$ cat src/rtl/core/one_shot_timer_slot_table_macros.svh
// Assertion macros for the one-shot timer slot table.
// Depends on signals named clk and rst_n in the module that uses them.
`ifndef ONE_SHOT_TIMER_SLOT_TABLE_MACROS_SVH
`define ONE_SHOT_TIMER_SLOT_TABLE_MACROS_SVH

// same-cycle implication
`define OSTS_ASSERT_IMP(lbl, ante, cons, msg) \
  lbl: assert property (@(posedge clk) disable iff (!rst_n) (ante) |-> (cons)) \
    else $error(msg);

// next-cycle implication
`define OSTS_ASSERT_NXT(lbl, ante, cons, msg) \
  lbl: assert property (@(posedge clk) disable iff (!rst_n) (ante) |=> (cons)) \
    else $error(msg);

`endif

$ cat src/rtl/core/osts_pkg.sv
// Shared types and constants for the one-shot timer slot table.
// No dependencies.
package osts_pkg;

  localparam int NUM_SLOTS_DEF = 16;
  localparam int MAX_REPORTS   = 16;
  localparam int CNT_W         = $clog2(MAX_REPORTS + 1);
  localparam int SLOT_W        = 4;

  typedef enum logic [1:0] {
    CMD_ARM    = 2'd0,
    CMD_CANCEL = 2'd1,
    CMD_TICK   = 2'd2
  } cmd_t;

  typedef enum logic [2:0] {
    KIND_ARMED     = 3'd0,
    KIND_NOSPACE   = 3'd1,
    KIND_CANCELLED = 3'd2,
    KIND_NOTFOUND  = 3'd3,
    KIND_FIRED     = 3'd4
  } kind_t;

  typedef enum logic [1:0] {
    ST_IDLE,
    ST_ARM,
    ST_SCAN,
    ST_FLUSH
  } state_t;

  typedef struct packed {
    logic [63:0] deadline;
    logic [15:0] handle;
    logic [31:0] tag;
  } entry_t;

  typedef struct packed {
    kind_t              kind;
    logic [SLOT_W-1:0]  slot;
    logic [15:0]        handle;
    logic [31:0]        tag;
    logic               last;
  } result_t;

endpackage

$ cat src/rtl/core/osts_ram.sv
// Generic single-write, single-read RAM with registered read data.
// No dependencies.
module osts_ram #(
  parameter int WIDTH = 8,
  parameter int DEPTH = 16
) (
  input  logic                                   clk,
  input  logic                                   we,
  input  logic [(DEPTH > 1 ? $clog2(DEPTH) : 1)-1:0] waddr,
  input  logic [WIDTH-1:0]                       wdata,
  input  logic                                   re,
  input  logic [(DEPTH > 1 ? $clog2(DEPTH) : 1)-1:0] raddr,
  output logic [WIDTH-1:0]                       rdata
);

  logic [WIDTH-1:0] mem [DEPTH];
  logic [WIDTH-1:0] rdata_r;

  always_ff @(posedge clk) begin
    if (we) begin
      mem[waddr] <= wdata;
    end
    if (re) begin
      rdata_r <= mem[raddr];
    end
  end

  assign rdata = rdata_r;

endmodule

$ cat src/rtl/core/osts_seq.sv
// Sequencer for the timer slot table: command FSM, active bits, slot scan.
// Depends on osts_pkg; drives the entry RAM ports of the top level.
module osts_seq import osts_pkg::*; #(
  parameter int NUM_SLOTS = NUM_SLOTS_DEF
) (
  input  logic                                          clk,
  input  logic                                          rst_n,
  input  logic                                          start,
  output logic                                          busy,
  input  logic [1:0]                                    cmd_i,
  input  logic [31:0]                                   period_i,
  input  logic [15:0]                                   handle_i,
  input  logic [31:0]                                   tag_i,
  input  logic [63:0]                                   now_i,
  output logic                                          ram_we,
  output logic [(NUM_SLOTS > 1 ? $clog2(NUM_SLOTS) : 1)-1:0] ram_waddr,
  output entry_t                                        ram_wdata,
  output logic                                          ram_re,
  output logic [(NUM_SLOTS > 1 ? $clog2(NUM_SLOTS) : 1)-1:0] ram_raddr,
  input  entry_t                                        ram_rdata,
  output logic                                          emit_vld_o,
  output result_t                                       emit_o
);

  localparam int IW = (NUM_SLOTS > 1) ? $clog2(NUM_SLOTS) : 1;
  localparam logic [IW-1:0] LAST_IDX = IW'(NUM_SLOTS - 1);

  state_t               state_r, state_nxt;
  cmd_t                 cmd_r, cmd_nxt;
  logic [31:0]          period_r, period_nxt;
  logic [15:0]          handle_r, handle_nxt;
  logic [31:0]          tag_r, tag_nxt;
  logic [IW-1:0]        idx_r, idx_nxt;
  logic                 rd_more_r, rd_more_nxt;
  logic                 cmp_vld_r, cmp_vld_nxt;
  logic [IW-1:0]        cmp_idx_r, cmp_idx_nxt;
  logic                 found_r, found_nxt;
  logic [CNT_W-1:0]     cnt_r, cnt_nxt;
  logic                 pend_vld_r, pend_vld_nxt;
  result_t              pend_r, pend_nxt;
  logic [NUM_SLOTS-1:0] active_r, active_nxt;

  logic                 hit;

  always_ff @(posedge clk) begin
    if (!rst_n) begin
      state_r    <= ST_IDLE;
      rd_more_r  <= 1'b0;
      cmp_vld_r  <= 1'b0;
      pend_vld_r <= 1'b0;
      active_r   <= '0;
      found_r    <= 1'b0;
      cnt_r      <= '0;
    end else begin
      state_r    <= state_nxt;
      rd_more_r  <= rd_more_nxt;
      cmp_vld_r  <= cmp_vld_nxt;
      pend_vld_r <= pend_vld_nxt;
      active_r   <= active_nxt;
      found_r    <= found_nxt;
      cnt_r      <= cnt_nxt;
    end
  end

  always_ff @(posedge clk) begin
    cmd_r     <= cmd_nxt;
    period_r  <= period_nxt;
    handle_r  <= handle_nxt;
    tag_r     <= tag_nxt;
    idx_r     <= idx_nxt;
    cmp_idx_r <= cmp_idx_nxt;
    pend_r    <= pend_nxt;
  end

  // compare stage sees the entry read in the previous cycle
  always_comb begin
    hit = 1'b0;
    if (cmp_vld_r && active_r[cmp_idx_r]) begin
      if (cmd_r == CMD_CANCEL) begin
        hit = (ram_rdata.handle == handle_r);
      end else begin
        hit = (ram_rdata.deadline < now_i);
      end
    end
  end

  assign busy      = (state_r != ST_IDLE);
  assign ram_re    = (state_r == ST_SCAN) && rd_more_r;
  assign ram_raddr = idx_r;
  assign ram_waddr = idx_r;
  assign ram_wdata = '{deadline: now_i + {32'd0, period_r}, handle: handle_r, tag: tag_r};
  assign ram_we    = (state_r == ST_ARM) && !active_r[idx_r];

  always_comb begin
    state_nxt    = state_r;
    cmd_nxt      = cmd_r;
    period_nxt   = period_r;
    handle_nxt   = handle_r;
    tag_nxt      = tag_r;
    idx_nxt      = idx_r;
    rd_more_nxt  = rd_more_r;
    cmp_vld_nxt  = 1'b0;
    cmp_idx_nxt  = cmp_idx_r;
    found_nxt    = found_r;
    cnt_nxt      = cnt_r;
    pend_vld_nxt = pend_vld_r;
    pend_nxt     = pend_r;
    active_nxt   = active_r;
    emit_vld_o   = 1'b0;
    emit_o       = '{kind: KIND_ARMED, slot: '0, handle: '0, tag: '0, last: 1'b1};

    unique case (state_r)
      ST_IDLE: begin
        if (start) begin
          cmd_nxt      = cmd_t'(cmd_i);
          period_nxt   = period_i;
          handle_nxt   = handle_i;
          tag_nxt      = tag_i;
          idx_nxt      = '0;
          rd_more_nxt  = 1'b1;
          found_nxt    = 1'b0;
          cnt_nxt      = '0;
          pend_vld_nxt = 1'b0;
          unique case (cmd_t'(cmd_i))
            CMD_ARM:    state_nxt = ST_ARM;
            CMD_CANCEL: state_nxt = ST_SCAN;
            CMD_TICK:   state_nxt = ST_SCAN;
            default:    state_nxt = ST_IDLE;
          endcase
        end
      end

      ST_ARM: begin
        if (!active_r[idx_r]) begin
          active_nxt[idx_r] = 1'b1;
          emit_vld_o        = 1'b1;
          emit_o.kind       = KIND_ARMED;
          emit_o.slot       = SLOT_W'(idx_r);
          state_nxt         = ST_IDLE;
        end else if (idx_r == LAST_IDX) begin
          emit_vld_o  = 1'b1;
          emit_o.kind = KIND_NOSPACE;
          state_nxt   = ST_IDLE;
        end else begin
          idx_nxt = idx_r + IW'(1);
        end
      end

      ST_SCAN: begin
        // read issue stage
        cmp_vld_nxt = rd_more_r;
        cmp_idx_nxt = idx_r;
        if (rd_more_r) begin
          if (idx_r == LAST_IDX) begin
            rd_more_nxt = 1'b0;
          end else begin
            idx_nxt = idx_r + IW'(1);
          end
        end

        if (cmd_r == CMD_CANCEL) begin
          if (hit) begin
            active_nxt[cmp_idx_r] = 1'b0;
            found_nxt             = 1'b1;
          end
          if (cmp_vld_r && cmp_idx_r == LAST_IDX) begin
            emit_vld_o  = 1'b1;
            emit_o.kind = found_nxt ? KIND_CANCELLED : KIND_NOTFOUND;
            state_nxt   = ST_IDLE;
          end
        end else begin
          if (hit) begin
            active_nxt[cmp_idx_r] = 1'b0;
            if (ram_rdata.handle != 16'd0) begin
              // previous report is known not to be the final one
              if (pend_vld_r) begin
                emit_vld_o  = 1'b1;
                emit_o      = pend_r;
                emit_o.last = 1'b0;
              end
              pend_vld_nxt = 1'b1;
              pend_nxt     = '{kind: KIND_FIRED, slot: SLOT_W'(cmp_idx_r),
                               handle: ram_rdata.handle, tag: ram_rdata.tag,
                               last: 1'b1};
              cnt_nxt      = cnt_r + CNT_W'(1);
            end
          end
          if (cnt_nxt == CNT_W'(MAX_REPORTS)) begin
            // report limit reached: remaining slots wait for a later tick
            state_nxt   = ST_FLUSH;
            rd_more_nxt = 1'b0;
            cmp_vld_nxt = 1'b0;
          end else if (cmp_vld_r && cmp_idx_r == LAST_IDX) begin
            state_nxt = pend_vld_nxt ? ST_FLUSH : ST_IDLE;
          end
        end
      end

      ST_FLUSH: begin
        emit_vld_o   = 1'b1;
        emit_o       = pend_r;
        emit_o.last  = 1'b1;
        pend_vld_nxt = 1'b0;
        state_nxt    = ST_IDLE;
      end

      default: state_nxt = ST_IDLE;
    endcase
  end

endmodule

$ cat src/rtl/core/one_shot_timer_slot_table.sv
// One-shot timer slot table. An item is taken when start is high and busy is low; busy
// then stays high while the sequencer walks the slots one per cycle. Arm stops at the first
// free slot, or reports no space after the last; cancel scans every slot; tick scans every
// slot, with a flush step added when a timer fires, or stops early once 16 timers have
// fired. The pace is set by the slot scan: free bits are checked one per cycle, and entries
// come from the single read port of the slot RAM. Each result is shown for one cycle with
// out_strobe, in the cycle after it is formed; the receiver cannot stall, and the final
// result of an item carries out_last.
//
// Depends on osts_pkg, osts_seq, osts_ram and one_shot_timer_slot_table_macros.svh.
`include "one_shot_timer_slot_table_macros.svh"

module one_shot_timer_slot_table import osts_pkg::*; #(
  parameter int NUM_SLOTS = NUM_SLOTS_DEF
) (
  input  logic        clk,
  input  logic        rst_n,
  input  logic        start,
  output logic        busy,
  input  logic [1:0]  in_cmd,
  input  logic [31:0] in_period_ticks,
  input  logic [15:0] in_handle,
  input  logic [31:0] in_argument_tag,
  output logic        out_strobe,
  output logic [2:0]  out_kind,
  output logic [3:0]  out_slot,
  output logic [15:0] out_fired_handle,
  output logic [31:0] out_fired_tag,
  output logic        out_last
);

  localparam int IW = (NUM_SLOTS > 1) ? $clog2(NUM_SLOTS) : 1;

  logic          tick_acc;
  logic [63:0]   now_r, now_nxt;
  logic          ram_we, ram_re;
  logic [IW-1:0] ram_waddr, ram_raddr;
  entry_t        ram_wdata, ram_rdata;
  logic          emit_vld;
  result_t       emit;
  logic          strobe_r;
  result_t       res_r;
  logic          res_fire;

  assign tick_acc = start && !busy && (in_cmd == CMD_TICK);
  assign now_nxt  = tick_acc ? now_r + 64'd1 : now_r;

  always_ff @(posedge clk) begin
    if (!rst_n) begin
      now_r    <= '0;
      strobe_r <= 1'b0;
    end else begin
      now_r    <= now_nxt;
      strobe_r <= emit_vld;
    end
  end

  always_ff @(posedge clk) begin
    if (emit_vld) begin
      res_r <= emit;
    end
  end

  osts_seq #(
    .NUM_SLOTS (NUM_SLOTS)
  ) u_seq (
    .clk        (clk),
    .rst_n      (rst_n),
    .start      (start),
    .busy       (busy),
    .cmd_i      (in_cmd),
    .period_i   (in_period_ticks),
    .handle_i   (in_handle),
    .tag_i      (in_argument_tag),
    .now_i      (now_r),
    .ram_we     (ram_we),
    .ram_waddr  (ram_waddr),
    .ram_wdata  (ram_wdata),
    .ram_re     (ram_re),
    .ram_raddr  (ram_raddr),
    .ram_rdata  (ram_rdata),
    .emit_vld_o (emit_vld),
    .emit_o     (emit)
  );

  osts_ram #(
    .WIDTH ($bits(entry_t)),
    .DEPTH (NUM_SLOTS)
  ) u_ram (
    .clk   (clk),
    .we    (ram_we),
    .waddr (ram_waddr),
    .wdata (ram_wdata),
    .re    (ram_re),
    .raddr (ram_raddr),
    .rdata (ram_rdata)
  );

  assign out_strobe       = strobe_r;
  assign out_kind         = res_r.kind;
  assign out_slot         = res_r.slot;
  assign out_fired_handle = res_r.handle;
  assign out_fired_tag    = res_r.tag;
  assign out_last         = res_r.last;

  assign res_fire = out_strobe && (out_kind == KIND_FIRED);

  `OSTS_ASSERT_IMP(a_single_is_last, out_strobe && !res_fire, out_last, "result without last")
  `OSTS_ASSERT_IMP(a_fire_has_handle, res_fire, out_fired_handle != 16'd0, "null handle fired")
  `OSTS_ASSERT_NXT(a_arm_busy, start && !busy && (in_cmd == CMD_ARM), busy, "arm not started")
  `OSTS_ASSERT_NXT(a_tick_advance, tick_acc, now_r == $past(now_r) + 64'd1, "tick not counted")

endmodule

$ cat config.mk
export PLATFORM = sky130hd
export DESIGN_NAME = one_shot_timer_slot_table
export DESIGN_NICKNAME = d
export VERILOG_FILES = /design/src/rtl/core/osts_pkg.sv /design/src/rtl/core/osts_ram.sv /design/src/rtl/core/osts_seq.sv /design/src/rtl/core/one_shot_timer_slot_table.sv
export VERILOG_INCLUDE_DIRS = /design/src /design/src/rtl/core
export SDC_FILE = /design/constraint.sdc
export NUM_CORES = 2
export LEC_CHECK = 0
export ABC_AREA = 1
export BUFFER_PORTS_ARGS = -buffer_cell sky130_fd_sc_hd__buf_2
export CAP_MARGIN = 40
export CORE_ASPECT_RATIO = 0.75
export CORE_MARGIN = 2
export CORE_UTILIZATION = 40
export DETAILED_ROUTE_END_ITERATION = 8
export HOLD_SLACK_MARGIN = 0.12
export SLEW_MARGIN = 20
export SYNTH_ARGS = -nofsm -noshare
export SYNTH_HDL_FRONTEND = slang
export SYNTH_SLANG_ARGS = --single-unit
$ cat constraint.sdc
create_clock -name clk -period 30.7 [get_ports clk]
set_input_delay 1.535 -clock clk [delete_from_list [all_inputs] [get_ports clk]]
set_output_delay 1.535 -clock clk [all_outputs]
set_load 0.02 [all_outputs]
==> Word-level counts from Yosys, hierarchy flattened <==
Memories as Yosys holds them, arrays and structs flattened. A register that Yosys moved wholly into a read port is not among the register bits.
Cells that the tools add are included.
Widths: inputs -> output; s select.
{ "word_totals": {"latch_bits": 0, "word_cells": 163, "n_memories": 1, "ff_bits": 290, "romBits": 0, "mem_bits_rw": 1792} }
{ "mem_list": {"columns": ["name", "depth", "word_bits", "rd", "rd_ports_with_merged_regs", "write_ports", "line_no", "source"], "rows": [
  ["u_ram.mem", 16, 112, 1, 1, 1, "osts_ram.sv:16", "logic [WIDTH-1:0] mem [DEPTH];"]
]} }
{ "classes": {"n_div": 0, "n_mul": 0, "addsub": 4, "order_cmp": 5, "n_bitwise": 4, "n_reduce_logical": 29, "n_eq_ne": 20, "mux": 77, "shifts": 0} }
{ "op_table": {"columns": ["op", "n"], "rows": [
  ["$mux 56", 3],
  ["$pmux 49 s2", 1],
  ["$add 64x1->64 const B", 1],
  ["$add 64x32->64", 1],
  ["$lt 64x64->1", 1],
  ["$mux 53", 1],
  ["$mux 1", 34],
  ["$mux 16", 2],
  ["$pmux 16 s2", 1],
  ["$mux 5", 6],
  ["$pmux 7 s3", 1],
  ["$mux 4", 5],
  ["$and 16x16->16", 1],
  ["$eq 16x16->1", 1],
  ["$mux 2", 8],
  ["$not 16->16", 1],
  ["$or 16x16->16", 1],
  ["$reduce_bool 16->1", 1],
  ["$pmux 4 s3", 1],
  ["$reduce_and 3->1", 4],
  ["$reduce_and 4->1", 3],
  ["$lt 4x5->1 const B", 2],
  ["$pmux 5 s2", 1],
  ["$mux 3", 3],
  ["24 further kinds", 55]
]} }

==> Longest topological paths before layout <==
{ "depth": {"ltp_word": 12, "ltp_mapped": 26, "mapped_depth_nobuf": 26} }

==> Hierarchy <==
From an unflattened synthesis, not the netlist that was laid out.
{ "hier_totals": {"cells_unflattened": 9399, "hier_area_um2": 96985.5} }
{ "modules_own_cells": {"columns": ["module", "seq_area_each_um2", "cells_each", "area_each_um2", "n_inst"], "rows": [
  ["osts_ram", 57174.8, 7347, 79904.1, 1],
  ["osts_seq", 4804.6, 1344, 11387.2, 1],
  ["one_shot_timer_slot_table", 2982.9, 708, 5694.2, 1]
]} }

==> Least setup slack after synthesis <==
OpenSTA, ideal clock, no wires.
{ "synth_path": {"kind": "reg2reg", "from": "register u_seq.idx_r[0] (netlist: u_seq.ram_raddr[0])", "to": "memory u_ram.mem[7][0] (netlist name) (enable)", "path_stages_with_launch": 11, "period_less_slack_ns": 9.841, "arrival_ns": 9.121, "required_time_ns": 29.980, "path_slack_ns": 20.859, "cell_sequence": "edfxtp_1 inv_1 clkbuf_1 o21ai_0 nand2_1 nand2_1 nand4_1 nor2_1 inv_1 clkbuf_1 nor3_1"} }
{ "synth_via": {"elab_chain_len": 6} }
{ "synth_lines": {"columns": ["item", "line_no", "source"], "rows": [
  ["start, declared", "osts_seq.sv:33", "logic [IW-1:0] idx_r, idx_nxt;"],
  ["start signal, assigned", "osts_seq.sv:70", "idx_r <= idx_nxt;"],
  ["$bmux 1 s4", "osts_seq.sv:92", "assign ram_we = (state_r == ST_ARM) && !active_r[idx_r];"],
  ["$mux 1 (not written as such)", "osts_seq.sv:92", null],
  ["$logic_not 1->1", null, null],
  ["$logic_and 1x1->1", "osts_seq.sv:92", null],
  ["$mux 1", "osts_ram.sv:20", "if (we) begin"],
  ["$mux 1 (not written as such)", "osts_ram.sv:21", "mem[waddr] <= wdata;"],
  ["end, declared", "osts_ram.sv:16", null]
]} }
Several ways; a longest one is shown, not always the timed one. The select of a mux whose other input is x is not followed.

==> Worst setup path in the final report <==
{ "layout_path": {"from": "register u_seq.idx_r[1] (netlist: u_seq.ram_raddr[1])", "to": "memory u_ram.mem[12][30] (netlist name) (enable)"} }
Same word-level chain as after synthesis.

==> flow_summary.toml <==
[timing]
slew_violations = 0
setup_viol_count_final = 0
worstMarginPinSlew_ns = 1.041
relSlewSlack_pct = 30.62
fin_setup_tns_ns = 0
worst_slack_ns = 25.46
finClkSkew_ns = 0.09069
post-route-min-period_ns = 5.239
rsz0062_at_grt = "no"
fin_crit_sh_pct = 17.07
max_freq_mhz = 190.9
hold_viol_final = 0

[clock_tree]
post-cts-setup-buffers = 0
clk_pin_slew_ns = 0.06
htreeDepth = 4
cts_tree = "yes"
numCtsBuffers = 209
clock-sinks = 2194
cts.repair.resized = 0
cts.root.buffer_cell = "clkbuf_16"
holdBufCountCts = 0
insertion_delay_ns = 0.87
clk_path_buf_depth = 4

[synth]
synth_fp_nets = 7059
synth_cell_types = 59
synth.most_common_cell = "edfxtp_1"
ys_top_cells_by_count = "2,102 x edfxtp_1, 1,102 x nor2_1, 991 x o21ai_0, 701 x nand2_1, 457 x o22ai_1"
synth-edff-count = 2102
ys.flop_type = "edfxtp_1"
syn-cell-area_um2 = 87560
async_flop_share_pct = 0
seq_area_frac_synth_pct = 74.19
ys.warnings.count = 0
synth.largest_area_cell = "edfxtp_1"
synthTopCellsByArea = "edfxtp_1 72%, o21ai_0 5.7%, nor2_1 4.7%"
synth.avg_cell_area_um2 = 12.75
syn-instance-count = 6865
synth_top_area_share_pct = 72.09
ys_ff_latch = 2194

[grt]
grt_max_degree = 258
antenna_found_initial = 9
track_usage_pct = 21.44
gr-total-overflow = 0
grt_pass1_vias = 53100
grt_pass1_wl_mm = 358.1

[routing]
first_pass_iters = 6
wl_mm = 245.4
wl_per_cell_um = 24.24
vias = 56700
drc_errors = 0
first_iter_violations = 7294
final_antenna_net_count = 0
viasPerCell = 5.601

[power]
power_mw = 8.579
p_leak_nw = 32.57
vdd_ir_drop_max_uv = 63.50
p_per_area_nw_per_um2 = 85.92

[final_layout]
layout.nets = 7227
utilization_pct = 45.97
fill_cells = 19210
drive_gt1_share_pct = 10.02
area_delta_synth_final_pct = 14.04
stdcell_count = 10120
seqCellArea_um2 = 64960
multiInputGateArea_um2 = 20470

[placement]
preCtsSetupSlack_ns = 25.52
dp_cells = 9731
routabilityCongestion = 0.8976
port_buffers = 142
hpwl_mm = 136.4

[worst_setup_path]
endpoint_kind = "flip-flop"
start_kind = "flip-flop"
worstPathRequired_ns = 31.16
arrival_ns = 5.70
crit_path_max_fanout = 71
path_class = "flip-flop to flip-flop"

[die]
dieArea_um2 = 222700
initial_core_util_pct = 40.31
core_area_um2 = 217200
rows = 148
die_w_um = 544.3
pin_count = 143
die_h_um = 409.2

[flow_run]
maxCapViolCount = 0

[outcome]
status = "finished, final reports clean"

[worst_hold_path]
hold_class = "flip-flop to flip-flop"
path summary, 6_finish.rpt:
kind                                                        from                           to  slack, ns  cells past startpoint
worst min register to register          u_ram.rdata[7]$_DFFE_PP_    u_seq.pend_r[8]$_DFFE_PP_       0.42                      0
worst min-delay path                    u_ram.rdata[7]$_DFFE_PP_    u_seq.pend_r[8]$_DFFE_PP_       0.42                      0
worst max-delay path            u_seq.ram_raddr[1]$_SDFFCE_PN0P_  u_ram.mem[12][30]$_DFFE_PP_      25.46                     13
worst max register to register  u_seq.ram_raddr[1]$_SDFFCE_PN0P_  u_ram.mem[12][30]$_DFFE_PP_      25.46                     13
layer usage:
| layer | part of all wire, % | GRT usage, % |
|---|---|---|
| met4 | 1.8 | 4.659 |
| met5 | 0 | 0 |
| met3 | 9.7 | 3.696 |
| met1 | 46 | 33.71 |
| met2 | 43 | 30.82 |
cells by family (layout without fill, tap and decap cells):
logic type | Yosys count | count (layout) | share of synthesized area (%)
muxes | 1 | 1 | 0.01286
buffers and inverters | 672 | 1004 | 2.906
adders and majority gates | 109 | 109 | 1.566
and+or+nand+nor | 2141 | 2141 | 10.15
DFF | 2194 | 2194 | 74.19
other | 0 | 1 | 0
xor gates and xnor gates | 84 | 84 | 0.8402
AOI/OAI and AO/OA | 1664 | 1664 | 10.34
cell type report:
class                      instances  area share (%)
sequential                      2194           65.06
multi-input combinational       3999           20.50
clock buffer                     269           5.578
tap                             2925           3.665
timing repair buffer             328           3.253
inverter                         301           1.159
clock inverter                   106          0.7819
antenna                            1        0.002506
cells in the final DEF, fill, tap and decap left out, drive strengths merged, types with 10 or more instances in the layout:
cell type     n
o21ai       999
a21oi       160
nor3         66
bufinv       10
dfxtp        92
nor2       1117
nand4       144
nand3        57
buf         328
ha          108
o22ai       457
clkbuf      269
nand2       709
inv         300
xor2         58
xnor2        26
clkinv       90
a31oi        11
edfxtp     2102
o21a         12
nor4         20
power by group:
group | switching [mW] | total, mW | internal, mW
registers | 0.120 | 3.74 | 3.62
clock network | 1.10 | 2.46 | 1.36
logic | 1.73 | 2.38 | 0.646
worst max-delay path, cell delays in order, from the launching register on:
cell	delay [ns]
edfxtp_1	0.46
buf_4	0.70
buf_4	0.47
a21oi_1	0.11
o21ai_0	0.15
nand2_1	0.10
nand2_1	0.06
nand4_1	0.10
nor2_1	0.19
inv_1	0.14
buf_4	0.29
nor2_4	0.66
buf_4	0.66
buf_4	0.67
registers in the layout (all words and copies together) (netlist names), 3 cells and up:
signal	cells
out_fired_tag	32
u_ram.rdata	112
u_seq.handle_r	16
out_fired_handle	16
out_kind	3
u_seq.cmp_idx_r	4
u_seq.tag_r	32
now_r	64
u_seq.cnt_r	5
u_ram.mem	1792
out_slot	4
u_seq.ram_raddr	4
u_seq.period_r	32
u_seq.pend_r	52
u_seq.active_r	16
metrics by stage:
step / hold WS, ns / cell area (um^2)
floorplan: 0.4003 / 87560
global placement: 0.4058 / 91780
detailed placement: 0.4054 / 93170
CTS: 0.4208 / 99520
global route: 0.4253 / 99850
finish: 0.4199 / 99850
Power figures use the tool's default switching activity.
